==> src/design/ils_pkg.sv <==
`timescale 1ns / 1ps
// ----------------------------------------------------------------------------
// ils_pkg
// Shared types and codes for the indexed list store: operation and status
// codes, controller states, and the command and status bundles that join the
// controller to the datapath.
// ----------------------------------------------------------------------------
package ils_pkg;

  typedef enum logic [1:0] {
    MODE_APPEND = 2'd0,
    MODE_READ   = 2'd1,
    MODE_SWAP   = 2'd2,
    MODE_REMOVE = 2'd3
  } mode_e;

  typedef enum logic [1:0] {
    STAT_OK     = 2'd0,
    STAT_BOUNDS = 2'd1,
    STAT_FULL   = 2'd2
  } status_e;

  typedef enum logic [3:0] {
    ST_IDLE,
    ST_DECODE,
    ST_RD_DATA,
    ST_SWAP_B,
    ST_SWAP_WA,
    ST_SWAP_WB,
    ST_REM_CAP,
    ST_REM_SHIFT,
    ST_DONE
  } state_e;

  typedef enum logic [1:0] {
    RADDR_A,
    RADDR_B,
    RADDR_A_PLUS1,
    RADDR_PTR_PLUS2
  } raddr_sel_e;

  typedef enum logic [1:0] {
    WADDR_COUNT,
    WADDR_A,
    WADDR_B,
    WADDR_PTR
  } waddr_sel_e;

  typedef enum logic [1:0] {
    WDATA_ITEM,
    WDATA_RDATA,
    WDATA_TMP
  } wdata_sel_e;

  typedef enum logic {
    ITEM_ZERO,
    ITEM_RDATA
  } item_sel_e;

  typedef struct packed {
    logic       load_in;
    raddr_sel_e raddr_sel;
    logic       ram_we;
    waddr_sel_e waddr_sel;
    wdata_sel_e wdata_sel;
    logic       ptr_load;
    logic       ptr_inc;
    logic       tmp_capture;
    logic       count_inc;
    logic       count_dec;
    logic       res_set;
    status_e    res_status;
    item_sel_e  res_item_sel;
    logic       out_load;
  } ils_cmd_t;

  typedef struct packed {
    mode_e mode;
    logic  full;
    logic  a_oob;
    logic  b_oob;
    logic  a1_last;
    logic  p2_last;
    logic  out_free;
  } ils_stat_t;

endpackage

==> src/design/indexed_list_store.sv <==
`timescale 1ns / 1ps
// One operation is in flight at a time: a new input is accepted only after the
// previous result has been loaded into the output register. Remove shifts one
// word per cycle through the single read and write port of the entry RAM. Reset
// clears the count and the output valid; entry contents are undefined until
// written.
// ----------------------------------------------------------------------------
// indexed_list_store
// Fixed-depth ordered list of data words with append, read, swap and remove
// operations, built from a controller and a datapath around one entry RAM.
// ----------------------------------------------------------------------------
module indexed_list_store #(
  parameter int DEPTH      = 32,
  parameter int DATA_WIDTH = 32
) (
  input  logic        clk_i,
  input  logic        rst_ni,
  input  logic        s_axis_tvalid_i,
  output logic        s_axis_tready_o,
  input  logic [47:0] s_axis_tdata_i,  // index_a[5:0], index_b[11:6], item_value[43:12]
  input  logic [1:0]  s_axis_tuser_i,  // mode[1:0]
  output logic        m_axis_tvalid_o,
  input  logic        m_axis_tready_i,
  output logic [39:0] m_axis_tdata_o,  // item_out[31:0], count_out[37:32]
  output logic [1:0]  m_axis_tuser_o   // status[1:0]
);

  ils_pkg::ils_cmd_t  cmd;
  ils_pkg::ils_stat_t stat;
  logic [31:0]        item_out;
  logic [5:0]         count_out;

  ils_ctrl u_ctrl (
    .clk_i     (clk_i),
    .rst_ni    (rst_ni),
    .in_valid_i(s_axis_tvalid_i),
    .in_ready_o(s_axis_tready_o),
    .stat_i    (stat),
    .cmd_o     (cmd)
  );

  ils_dp #(
    .DEPTH     (DEPTH),
    .DATA_WIDTH(DATA_WIDTH)
  ) u_dp (
    .clk_i       (clk_i),
    .rst_ni      (rst_ni),
    .mode_i      (s_axis_tuser_i),
    .index_a_i   (s_axis_tdata_i[5:0]),
    .index_b_i   (s_axis_tdata_i[11:6]),
    .item_value_i(s_axis_tdata_i[43:12]),
    .out_ready_i (m_axis_tready_i),
    .out_valid_o (m_axis_tvalid_o),
    .status_o    (m_axis_tuser_o),
    .item_out_o  (item_out),
    .count_out_o (count_out),
    .cmd_i       (cmd),
    .stat_o      (stat)
  );

  assign m_axis_tdata_o = {2'b00, count_out, item_out};

endmodule

==> src/design/ils_ram.sv <==
`timescale 1ns / 1ps
// ----------------------------------------------------------------------------
// ils_ram
// Generic single-write, single-read RAM with a registered read port.
// ----------------------------------------------------------------------------
module ils_ram #(
  parameter int WIDTH = 32,
  parameter int DEPTH = 32
) (
  input  logic                     clk_i,
  input  logic                     we_i,
  input  logic [$clog2(DEPTH)-1:0] waddr_i,
  input  logic [WIDTH-1:0]         wdata_i,
  input  logic [$clog2(DEPTH)-1:0] raddr_i,
  output logic [WIDTH-1:0]         rdata_o
);

  logic [WIDTH-1:0] mem_q [DEPTH];
  logic [WIDTH-1:0] rdata_q;

  always_ff @(posedge clk_i) begin
    if (we_i) begin
      mem_q[waddr_i] <= wdata_i;
    end
    rdata_q <= mem_q[raddr_i];
  end

  assign rdata_o = rdata_q;

endmodule

==> src/design/ils_ctrl.sv <==
`timescale 1ns / 1ps
// ----------------------------------------------------------------------------
// ils_ctrl
// Controller for the indexed list store. Sequences each operation through the
// datapath and the entry RAM, one RAM access per port per cycle.
// ----------------------------------------------------------------------------
module ils_ctrl (
  input  logic              clk_i,
  input  logic              rst_ni,
  input  logic              in_valid_i,
  output logic              in_ready_o,
  input  ils_pkg::ils_stat_t stat_i,
  output ils_pkg::ils_cmd_t  cmd_o
);

  ils_pkg::state_e state_q, state_d;

  always_ff @(posedge clk_i or negedge rst_ni) begin
    if (!rst_ni) begin
      state_q <= ils_pkg::ST_IDLE;
    end else begin
      state_q <= state_d;
    end
  end

  always_comb begin
    state_d            = state_q;
    in_ready_o         = 1'b0;
    cmd_o              = '0;
    cmd_o.raddr_sel    = ils_pkg::RADDR_A;
    cmd_o.waddr_sel    = ils_pkg::WADDR_COUNT;
    cmd_o.wdata_sel    = ils_pkg::WDATA_ITEM;
    cmd_o.res_status   = ils_pkg::STAT_OK;
    cmd_o.res_item_sel = ils_pkg::ITEM_ZERO;
    case (state_q)
      ils_pkg::ST_IDLE: begin
        in_ready_o    = 1'b1;
        cmd_o.load_in = in_valid_i;
        if (in_valid_i) begin
          state_d = ils_pkg::ST_DECODE;
        end
      end
      ils_pkg::ST_DECODE: begin
        case (stat_i.mode)
          ils_pkg::MODE_APPEND: begin
            cmd_o.res_set = 1'b1;
            if (stat_i.full) begin
              cmd_o.res_status = ils_pkg::STAT_FULL;
            end else begin
              cmd_o.ram_we    = 1'b1;
              cmd_o.waddr_sel = ils_pkg::WADDR_COUNT;
              cmd_o.wdata_sel = ils_pkg::WDATA_ITEM;
              cmd_o.count_inc = 1'b1;
            end
            state_d = ils_pkg::ST_DONE;
          end
          ils_pkg::MODE_READ: begin
            if (stat_i.a_oob) begin
              cmd_o.res_set    = 1'b1;
              cmd_o.res_status = ils_pkg::STAT_BOUNDS;
              state_d          = ils_pkg::ST_DONE;
            end else begin
              cmd_o.raddr_sel = ils_pkg::RADDR_A;
              state_d         = ils_pkg::ST_RD_DATA;
            end
          end
          ils_pkg::MODE_SWAP: begin
            if (stat_i.a_oob || stat_i.b_oob) begin
              cmd_o.res_set    = 1'b1;
              cmd_o.res_status = ils_pkg::STAT_BOUNDS;
              state_d          = ils_pkg::ST_DONE;
            end else begin
              cmd_o.raddr_sel = ils_pkg::RADDR_A;
              state_d         = ils_pkg::ST_SWAP_B;
            end
          end
          default: begin
            if (stat_i.a_oob) begin
              cmd_o.res_set    = 1'b1;
              cmd_o.res_status = ils_pkg::STAT_BOUNDS;
              state_d          = ils_pkg::ST_DONE;
            end else begin
              cmd_o.raddr_sel = ils_pkg::RADDR_A;
              cmd_o.ptr_load  = 1'b1;
              state_d         = ils_pkg::ST_REM_CAP;
            end
          end
        endcase
      end
      ils_pkg::ST_RD_DATA: begin
        cmd_o.res_set      = 1'b1;
        cmd_o.res_item_sel = ils_pkg::ITEM_RDATA;
        state_d            = ils_pkg::ST_DONE;
      end
      ils_pkg::ST_SWAP_B: begin
        cmd_o.raddr_sel   = ils_pkg::RADDR_B;
        cmd_o.tmp_capture = 1'b1;
        state_d           = ils_pkg::ST_SWAP_WA;
      end
      ils_pkg::ST_SWAP_WA: begin
        cmd_o.ram_we    = 1'b1;
        cmd_o.waddr_sel = ils_pkg::WADDR_A;
        cmd_o.wdata_sel = ils_pkg::WDATA_RDATA;
        state_d         = ils_pkg::ST_SWAP_WB;
      end
      ils_pkg::ST_SWAP_WB: begin
        cmd_o.ram_we    = 1'b1;
        cmd_o.waddr_sel = ils_pkg::WADDR_B;
        cmd_o.wdata_sel = ils_pkg::WDATA_TMP;
        cmd_o.res_set   = 1'b1;
        state_d         = ils_pkg::ST_DONE;
      end
      ils_pkg::ST_REM_CAP: begin
        cmd_o.res_set      = 1'b1;
        cmd_o.res_item_sel = ils_pkg::ITEM_RDATA;
        if (stat_i.a1_last) begin
          cmd_o.count_dec = 1'b1;
          state_d         = ils_pkg::ST_DONE;
        end else begin
          cmd_o.raddr_sel = ils_pkg::RADDR_A_PLUS1;
          state_d         = ils_pkg::ST_REM_SHIFT;
        end
      end
      ils_pkg::ST_REM_SHIFT: begin
        cmd_o.ram_we    = 1'b1;
        cmd_o.waddr_sel = ils_pkg::WADDR_PTR;
        cmd_o.wdata_sel = ils_pkg::WDATA_RDATA;
        cmd_o.ptr_inc   = 1'b1;
        if (stat_i.p2_last) begin
          cmd_o.count_dec = 1'b1;
          state_d         = ils_pkg::ST_DONE;
        end else begin
          cmd_o.raddr_sel = ils_pkg::RADDR_PTR_PLUS2;
        end
      end
      ils_pkg::ST_DONE: begin
        if (stat_i.out_free) begin
          cmd_o.out_load = 1'b1;
          state_d        = ils_pkg::ST_IDLE;
        end
      end
      default: begin
        state_d = ils_pkg::ST_IDLE;
      end
    endcase
  end

endmodule

==> src/design/ils_dp.sv <==
`timescale 1ns / 1ps
// ----------------------------------------------------------------------------
// ils_dp
// Datapath for the indexed list store: the captured request, the live count,
// the shift pointer, the entry RAM and the result register.
// ----------------------------------------------------------------------------
module ils_dp #(
  parameter int DEPTH      = 32,
  parameter int DATA_WIDTH = 32
) (
  input  logic               clk_i,
  input  logic               rst_ni,
  input  logic [1:0]         mode_i,
  input  logic [5:0]         index_a_i,
  input  logic [5:0]         index_b_i,
  input  logic [31:0]        item_value_i,
  input  logic               out_ready_i,
  output logic               out_valid_o,
  output logic [1:0]         status_o,
  output logic [31:0]        item_out_o,
  output logic [5:0]         count_out_o,
  input  ils_pkg::ils_cmd_t  cmd_i,
  output ils_pkg::ils_stat_t stat_o
);

  localparam int CW = $clog2(DEPTH + 1);
  localparam int AW = $clog2(DEPTH);
  localparam int EW = ((CW > 6) ? CW : 6) + 1;

  ils_pkg::mode_e    mode_q;
  logic [5:0]        ia_q;
  logic [5:0]        ib_q;
  logic [31:0]       item_q;
  logic [CW-1:0]     count_q;
  logic [AW-1:0]     ptr_q;
  logic [DATA_WIDTH-1:0] tmp_q;
  ils_pkg::status_e  res_status_q;
  logic [31:0]       res_item_q;
  logic              out_valid_q;
  logic [1:0]        out_status_q;
  logic [31:0]       out_item_q;
  logic [5:0]        out_count_q;

  logic [EW-1:0]     cnt_x;
  logic [EW-1:0]     ia_x;
  logic [EW-1:0]     ib_x;
  logic [EW-1:0]     ia1_x;
  logic [EW-1:0]     ptr2_x;
  logic [63:0]       item_ext;
  logic [63:0]       rd_ext;
  logic [AW-1:0]     raddr;
  logic [AW-1:0]     waddr;
  logic [DATA_WIDTH-1:0] wdata;
  logic [DATA_WIDTH-1:0] rdata;

  assign cnt_x    = EW'(count_q);
  assign ia_x     = EW'(ia_q);
  assign ib_x     = EW'(ib_q);
  assign ia1_x    = ia_x + EW'(1);
  assign ptr2_x   = EW'(ptr_q) + EW'(2);
  assign item_ext = {32'd0, item_q};

  always_comb begin
    rd_ext                   = '0;
    rd_ext[DATA_WIDTH-1:0]   = rdata;
  end

  always_comb begin
    case (cmd_i.raddr_sel)
      ils_pkg::RADDR_A:         raddr = ia_x[AW-1:0];
      ils_pkg::RADDR_B:         raddr = ib_x[AW-1:0];
      ils_pkg::RADDR_A_PLUS1:   raddr = ia1_x[AW-1:0];
      ils_pkg::RADDR_PTR_PLUS2: raddr = ptr2_x[AW-1:0];
      default:                  raddr = ia_x[AW-1:0];
    endcase
    case (cmd_i.waddr_sel)
      ils_pkg::WADDR_COUNT: waddr = count_q[AW-1:0];
      ils_pkg::WADDR_A:     waddr = ia_x[AW-1:0];
      ils_pkg::WADDR_B:     waddr = ib_x[AW-1:0];
      ils_pkg::WADDR_PTR:   waddr = ptr_q;
      default:              waddr = ptr_q;
    endcase
    case (cmd_i.wdata_sel)
      ils_pkg::WDATA_ITEM:  wdata = item_ext[DATA_WIDTH-1:0];
      ils_pkg::WDATA_RDATA: wdata = rdata;
      ils_pkg::WDATA_TMP:   wdata = tmp_q;
      default:              wdata = rdata;
    endcase
  end

  ils_ram #(
    .WIDTH(DATA_WIDTH),
    .DEPTH(DEPTH)
  ) u_ram (
    .clk_i  (clk_i),
    .we_i   (cmd_i.ram_we),
    .waddr_i(waddr),
    .wdata_i(wdata),
    .raddr_i(raddr),
    .rdata_o(rdata)
  );

  always_ff @(posedge clk_i) begin
    if (cmd_i.load_in) begin
      mode_q <= ils_pkg::mode_e'(mode_i);
      ia_q   <= index_a_i;
      ib_q   <= index_b_i;
      item_q <= item_value_i;
    end
    if (cmd_i.ptr_load) begin
      ptr_q <= ia_x[AW-1:0];
    end else if (cmd_i.ptr_inc) begin
      ptr_q <= ptr_q + AW'(1);
    end
    if (cmd_i.tmp_capture) begin
      tmp_q <= rdata;
    end
    if (cmd_i.res_set) begin
      res_status_q <= cmd_i.res_status;
      res_item_q   <= (cmd_i.res_item_sel == ils_pkg::ITEM_RDATA) ? rd_ext[31:0] : 32'd0;
    end
    if (cmd_i.out_load) begin
      out_status_q <= res_status_q;
      out_item_q   <= res_item_q;
      out_count_q  <= cnt_x[5:0];
    end
  end

  always_ff @(posedge clk_i or negedge rst_ni) begin
    if (!rst_ni) begin
      count_q     <= '0;
      out_valid_q <= 1'b0;
    end else begin
      if (cmd_i.count_inc) begin
        count_q <= count_q + CW'(1);
      end else if (cmd_i.count_dec) begin
        count_q <= count_q - CW'(1);
      end
      if (cmd_i.out_load) begin
        out_valid_q <= 1'b1;
      end else if (out_ready_i) begin
        out_valid_q <= 1'b0;
      end
    end
  end

  assign stat_o.mode     = mode_q;
  assign stat_o.full     = (cnt_x == EW'(DEPTH));
  assign stat_o.a_oob    = (ia_x >= cnt_x);
  assign stat_o.b_oob    = (ib_x >= cnt_x);
  assign stat_o.a1_last  = (ia1_x >= cnt_x);
  assign stat_o.p2_last  = (ptr2_x >= cnt_x);
  assign stat_o.out_free = !out_valid_q || out_ready_i;

  assign out_valid_o = out_valid_q;
  assign status_o    = out_status_q;
  assign item_out_o  = out_item_q;
  assign count_out_o = out_count_q;

`ifndef ASSERT_OFF
  a_count_in_range: assert property (@(posedge clk_i) disable iff (!rst_ni)
    cnt_x <= EW'(DEPTH))
    else $error("entry count exceeds depth");

  a_load_when_free: assert property (@(posedge clk_i) disable iff (!rst_ni)
    cmd_i.out_load |-> (!out_valid_q || out_ready_i))
    else $error("result register overwritten before transfer");

  a_append_not_full: assert property (@(posedge clk_i) disable iff (!rst_ni)
    cmd_i.count_inc |-> (cnt_x < EW'(DEPTH)) && cmd_i.ram_we)
    else $error("append into a full list");

  a_count_step: assert property (@(posedge clk_i) disable iff (!rst_ni)
    cmd_i.count_dec |=> (count_q == $past(count_q) - CW'(1)))
    else $error("remove did not lower the count by one");
`endif

endmodule

==> config.mk <==
export PLATFORM = sky130hd
export DESIGN_NAME = indexed_list_store
export DESIGN_NICKNAME = d
export VERILOG_FILES = /design/src/design/ils_pkg.sv /design/src/design/indexed_list_store.sv /design/src/design/ils_ram.sv /design/src/design/ils_ctrl.sv /design/src/design/ils_dp.sv
export SDC_FILE = /design/constraint.sdc
export NUM_CORES = 1
export LEC_CHECK = 0
export BUFFER_PORTS_ARGS = -buffer_cell sky130_fd_sc_hd__buf_2
export CAP_MARGIN = 20
export CORE_MARGIN = 2
export CORE_UTILIZATION = 60
export DETAILED_ROUTE_END_ITERATION = 6
export PLACE_DENSITY = 0.75
export SLEW_MARGIN = 20
export SYNTH_ARGS = -nofsm -noshare
export SYNTH_HDL_FRONTEND = slang
export SYNTH_SLANG_ARGS = --single-unit
==> constraint.sdc <==
create_clock -name clk_i -period 4.7 [get_ports clk_i]
set_clock_uncertainty 0.2 [all_clocks]
set_input_delay 0.235 -clock clk_i [delete_from_list [all_inputs] [get_ports clk_i]]
set_output_delay 0.235 -clock clk_i [all_outputs]
set_load 0.02 [all_outputs]
==> flow_metrics.py <==
metrics = {
    "clock_tree": {
        "cts_tree": "built",
        "cts_setup_buffers": 0,
        "clock_sinks": 1224,
        "root_buffer": "clkbuf_16",
        "cts-buffers-inserted": 115,
        "cts_max_level": 3,
        "cts_buffer_depth": 3,
        "insertion_delay_ns": 0.69,
        "cts.clk_slew.worst_paths_ns": 0.06,
    },
    "flow_run": {
        "maxCapViolations": 0,
    },
    "place": {
        "dp_slack_ns": 0.3227,
        "detailed_place_hpwl_um": 72860,
        "io_buffers": 91,
        "gp_congestion": 0.8935,
    },
    "synthesis": {
        "synthCells": 3372,
        "ys_types": 68,
        "synth-seq-cells": 1224,
        "yosys_warnings": 0,
        "ys_async_sr_fraction_pct": 0.8987,
        "yosys.area.top_type": "edfxtp_1",
        "synth_area_um2": 49300,
        "ys_seq_area_share_pct": 73.79,
        "ys_top_cells_by_area": "edfxtp_1 (72%), nand2_1 (3.9%), a211oi_1 (2.9%)",
        "synth_ff_type": "edfxtp_1",
        "synth_edf_count": 1181,
        "yosysMostFrequentCell": "edfxtp_1",
        "synth_common_cells": "edfxtp_1 (1,181), nand2_1 (507), and3_1 (193)",
        "synth_top_area_share_pct": 71.94,
        "syn_avg_cell_area_um2": 14.62,
    },
    "timing": {
        "fin_crit_sh_pct": 95.27,
        "min_period_ns": 4.478,
        "hold_viol_final": 0,
        "finalSetupTns_ns": 0,
        "setup_viol": 0,
        "tightest_slew_ns": 1.085,
        "relSlewSlack_pct": 27.63,
        "final_max_slew_viol_count": 0,
        "rsz0062_at_grt": "no",
        "fmax_mhz": 223.3,
        "setup_ws_ns": 0.2222,
    },
    "final_layout": {
        "n_antenna_cell": 0,
        "drive_gt1_share_pct": 15.34,
        "synthToLayoutAreaGrowth_pct": 14.25,
        "post-route-util_pct": 68.93,
        "finalNetCount": 3614,
    },
    "worst_setup_path": {
        "arrival_ns": 4.84,
        "critPathKind": "register to register",
        "end_kind": "register",
        "cp_max_fo": 35,
        "start_kind": "register",
        "worst_ep_required_time_ns": 5.06,
    },
    "routing": {
        "antenna_left": 0,
        "routed_via_density": 6.654,
        "route.vias.total": 31241,
        "drc": 12,
        "routedWlPerCell_um": 28.05,
        "drtIter0Drc": 4082,
        "routed_wl_um": 131700,
        "drt_first_pass_iters": 7,
    },
    "global_route": {
        "antenna_found_initial": 2,
        "grt_pass1_vias": 30915,
        "track_usage_pct": 30.63,
        "grt_pass1_wl_um": 192400,
        "grt_max_degree": 126,
        "overflow": 0,
    },
    "power_and_ir_drop": {
        "ir_drop_mv": 0.4369,
        "leakagePower_nw": 19.11,
        "power_density_nw_per_um2": 611.1,
    },
    "status": {
        "violations": "DRC",
        "status": "finished, violations left",
    },
    "die": {
        "die_h_um": 290.6,
        "num_rows": 105,
        "die_area_um2": 84470,
        "io_pins": 98,
        "initial_core_util_pct": 60.33,
        "core-area_um2": 81720,
        "die_w_um": 290.6,
    },
    "worst_hold_path": {
        "min_path_type": "input port to register",
    },
}
logic make-up after synthesis:
| logic type | share of synthesized area (%) |
|---|---|
| AO/OA/AOI/OAI | 9.507 |
| XOR/XNOR | 0.2487 |
| AND/OR/NAND/NOR | 9.982 |
| other | 0.007607 |
| multiplexers | 2.939 |
| buffers and inverters | 2.695 |
| adder cells (fa/ha/maj) | 0.8274 |
| flip-flops | 73.79 |
per-stage QoR:
| stage | hold WS [ns] | std cells | total power [mW] | area, um^2 |
|---|---|---|---|---|
| floorplan | -0.2606 | 3373 | 21.30 | 49300 |
| global placement | -0.08005 | 4428 | 24.65 | 52000 |
| detailed placement | -0.07334 | 4428 | 25.11 | 52000 |
| CTS | 0.02806 | 4692 | 34.08 | 56170 |
| global route | 0.05415 | 4695 | 35.62 | 56330 |
| finish | 0.05081 | 4695 | 34.42 | 56330 |
worst paths after layout:
| check | to | cells past startpoint | start | slack [ns] |
|---|---|---|---|---|
| worst min-delay path | u_dp.item_q[18]$_DFFE_PP_ | 2 | s_axis_tdata_i[30] | 0.05 |
| worst max-delay path | u_dp.u_ram.rdata_o[0]$_DFF_P_ | 12 | u_dp.ia_q[0]$_DFFE_PP_ | 0.22 |
| worst max register to register | u_dp.u_ram.rdata_o[0]$_DFF_P_ | 12 | u_dp.ia_q[0]$_DFFE_PP_ | 0.22 |
| worst min register to register | u_dp.item_out_o[0]$_DFFE_PP_ | 0 | u_dp.res_item_q[0]$_SDFFCE_PN0P_ | 0.21 |
| max in group asynchronous | u_ctrl.state_q[0]$_DFFE_PN0P_ | 3 | rst_ni | 3.48 |
| min in group asynchronous | u_dp.count_q[2]$_DFFE_PN0P_ | 3 | rst_ni | 0.40 |
flip-flops by register name, indices dropped and copies added (netlist names):
name	count
u_dp.ib_q	6
u_dp.u_ram.mem_q	1024
u_dp.res_item_q	32
u_dp.mode_q	2
u_dp.tmp_q	32
u_dp.out_valid_o	1
u_dp.u_ram.rdata_o	32
u_dp.count_q	6
u_dp.count_out_o	6
u_dp.status_o	2
u_dp.res_status_q	2
u_dp.ia_q	6
u_ctrl.state_q	4
u_dp.ptr_q	5
u_dp.item_q	32
u_dp.item_out_o	32
metal layers:
layer	global-route usage [%]	vias to the layer above	share of wire, %
met2	49.55	2104	48
met5	0	-	0
li1	-	13355	-
met4	13.56	0	3.8
met1	40.09	15423	36
met3	6.952	359	12
area by class of cell:
class                   instances  area [um^2]
clock buffers                 165         3137
multi-input cells            1889        12150
repair buffers                280         2720
well taps                    1070         1339
fillers                      5089        25390
inverters                      18        67.56
clock inverters                49        529.3
flip-flops and latches       1224        36380
cell usage in the layout (no fill, tap or decap), drive strengths merged, types with 12 or more instances in the layout:
master	n
a211oi	193
a21o	12
a21oi	81
a31oi	66
a32oi	98
and2	38
and3	193
buf	229
clkbuf	166
clkinv	36
dfxtp	32
dlygate4sd3	50
edfxtp	1181
ha	31
inv	20
mux2	36
mux2i	103
nand2	510
nand3	108
nor2	90
nor4	38
o21ai	145
o22ai	71
worst max-delay path, stage by stage, from the launching register on:
cell	delay, ns
edfxtp_1	0.40
ha_1	0.26
and3_1	0.23
xor2_1	0.15
ha_1	0.30
a21oi_1	0.26
o221ai_4	0.15
a211oi_4	0.30
or3_1	0.37
mux2i_4	0.49
buf_4	0.61
a21oi_1	0.21
nor4_2	0.41
power by group:
group / internal (mW) / leakage (nW) / switching [mW]
sequential: 14.6 / 11.1 / 0.745
clock: 5.13 / 1.78 / 3.89
combinational: 3.07 / 6.26 / 7.00
total: 22.8 / 19.1 / 11.6
what timing repair did:
action,CTS,global route
hold buffers,50,0
setup endpoints to repair,0,1
resized for setup,0,1
endpoints found under the hold margin,60,0
(Power assumes the default switching activity.)
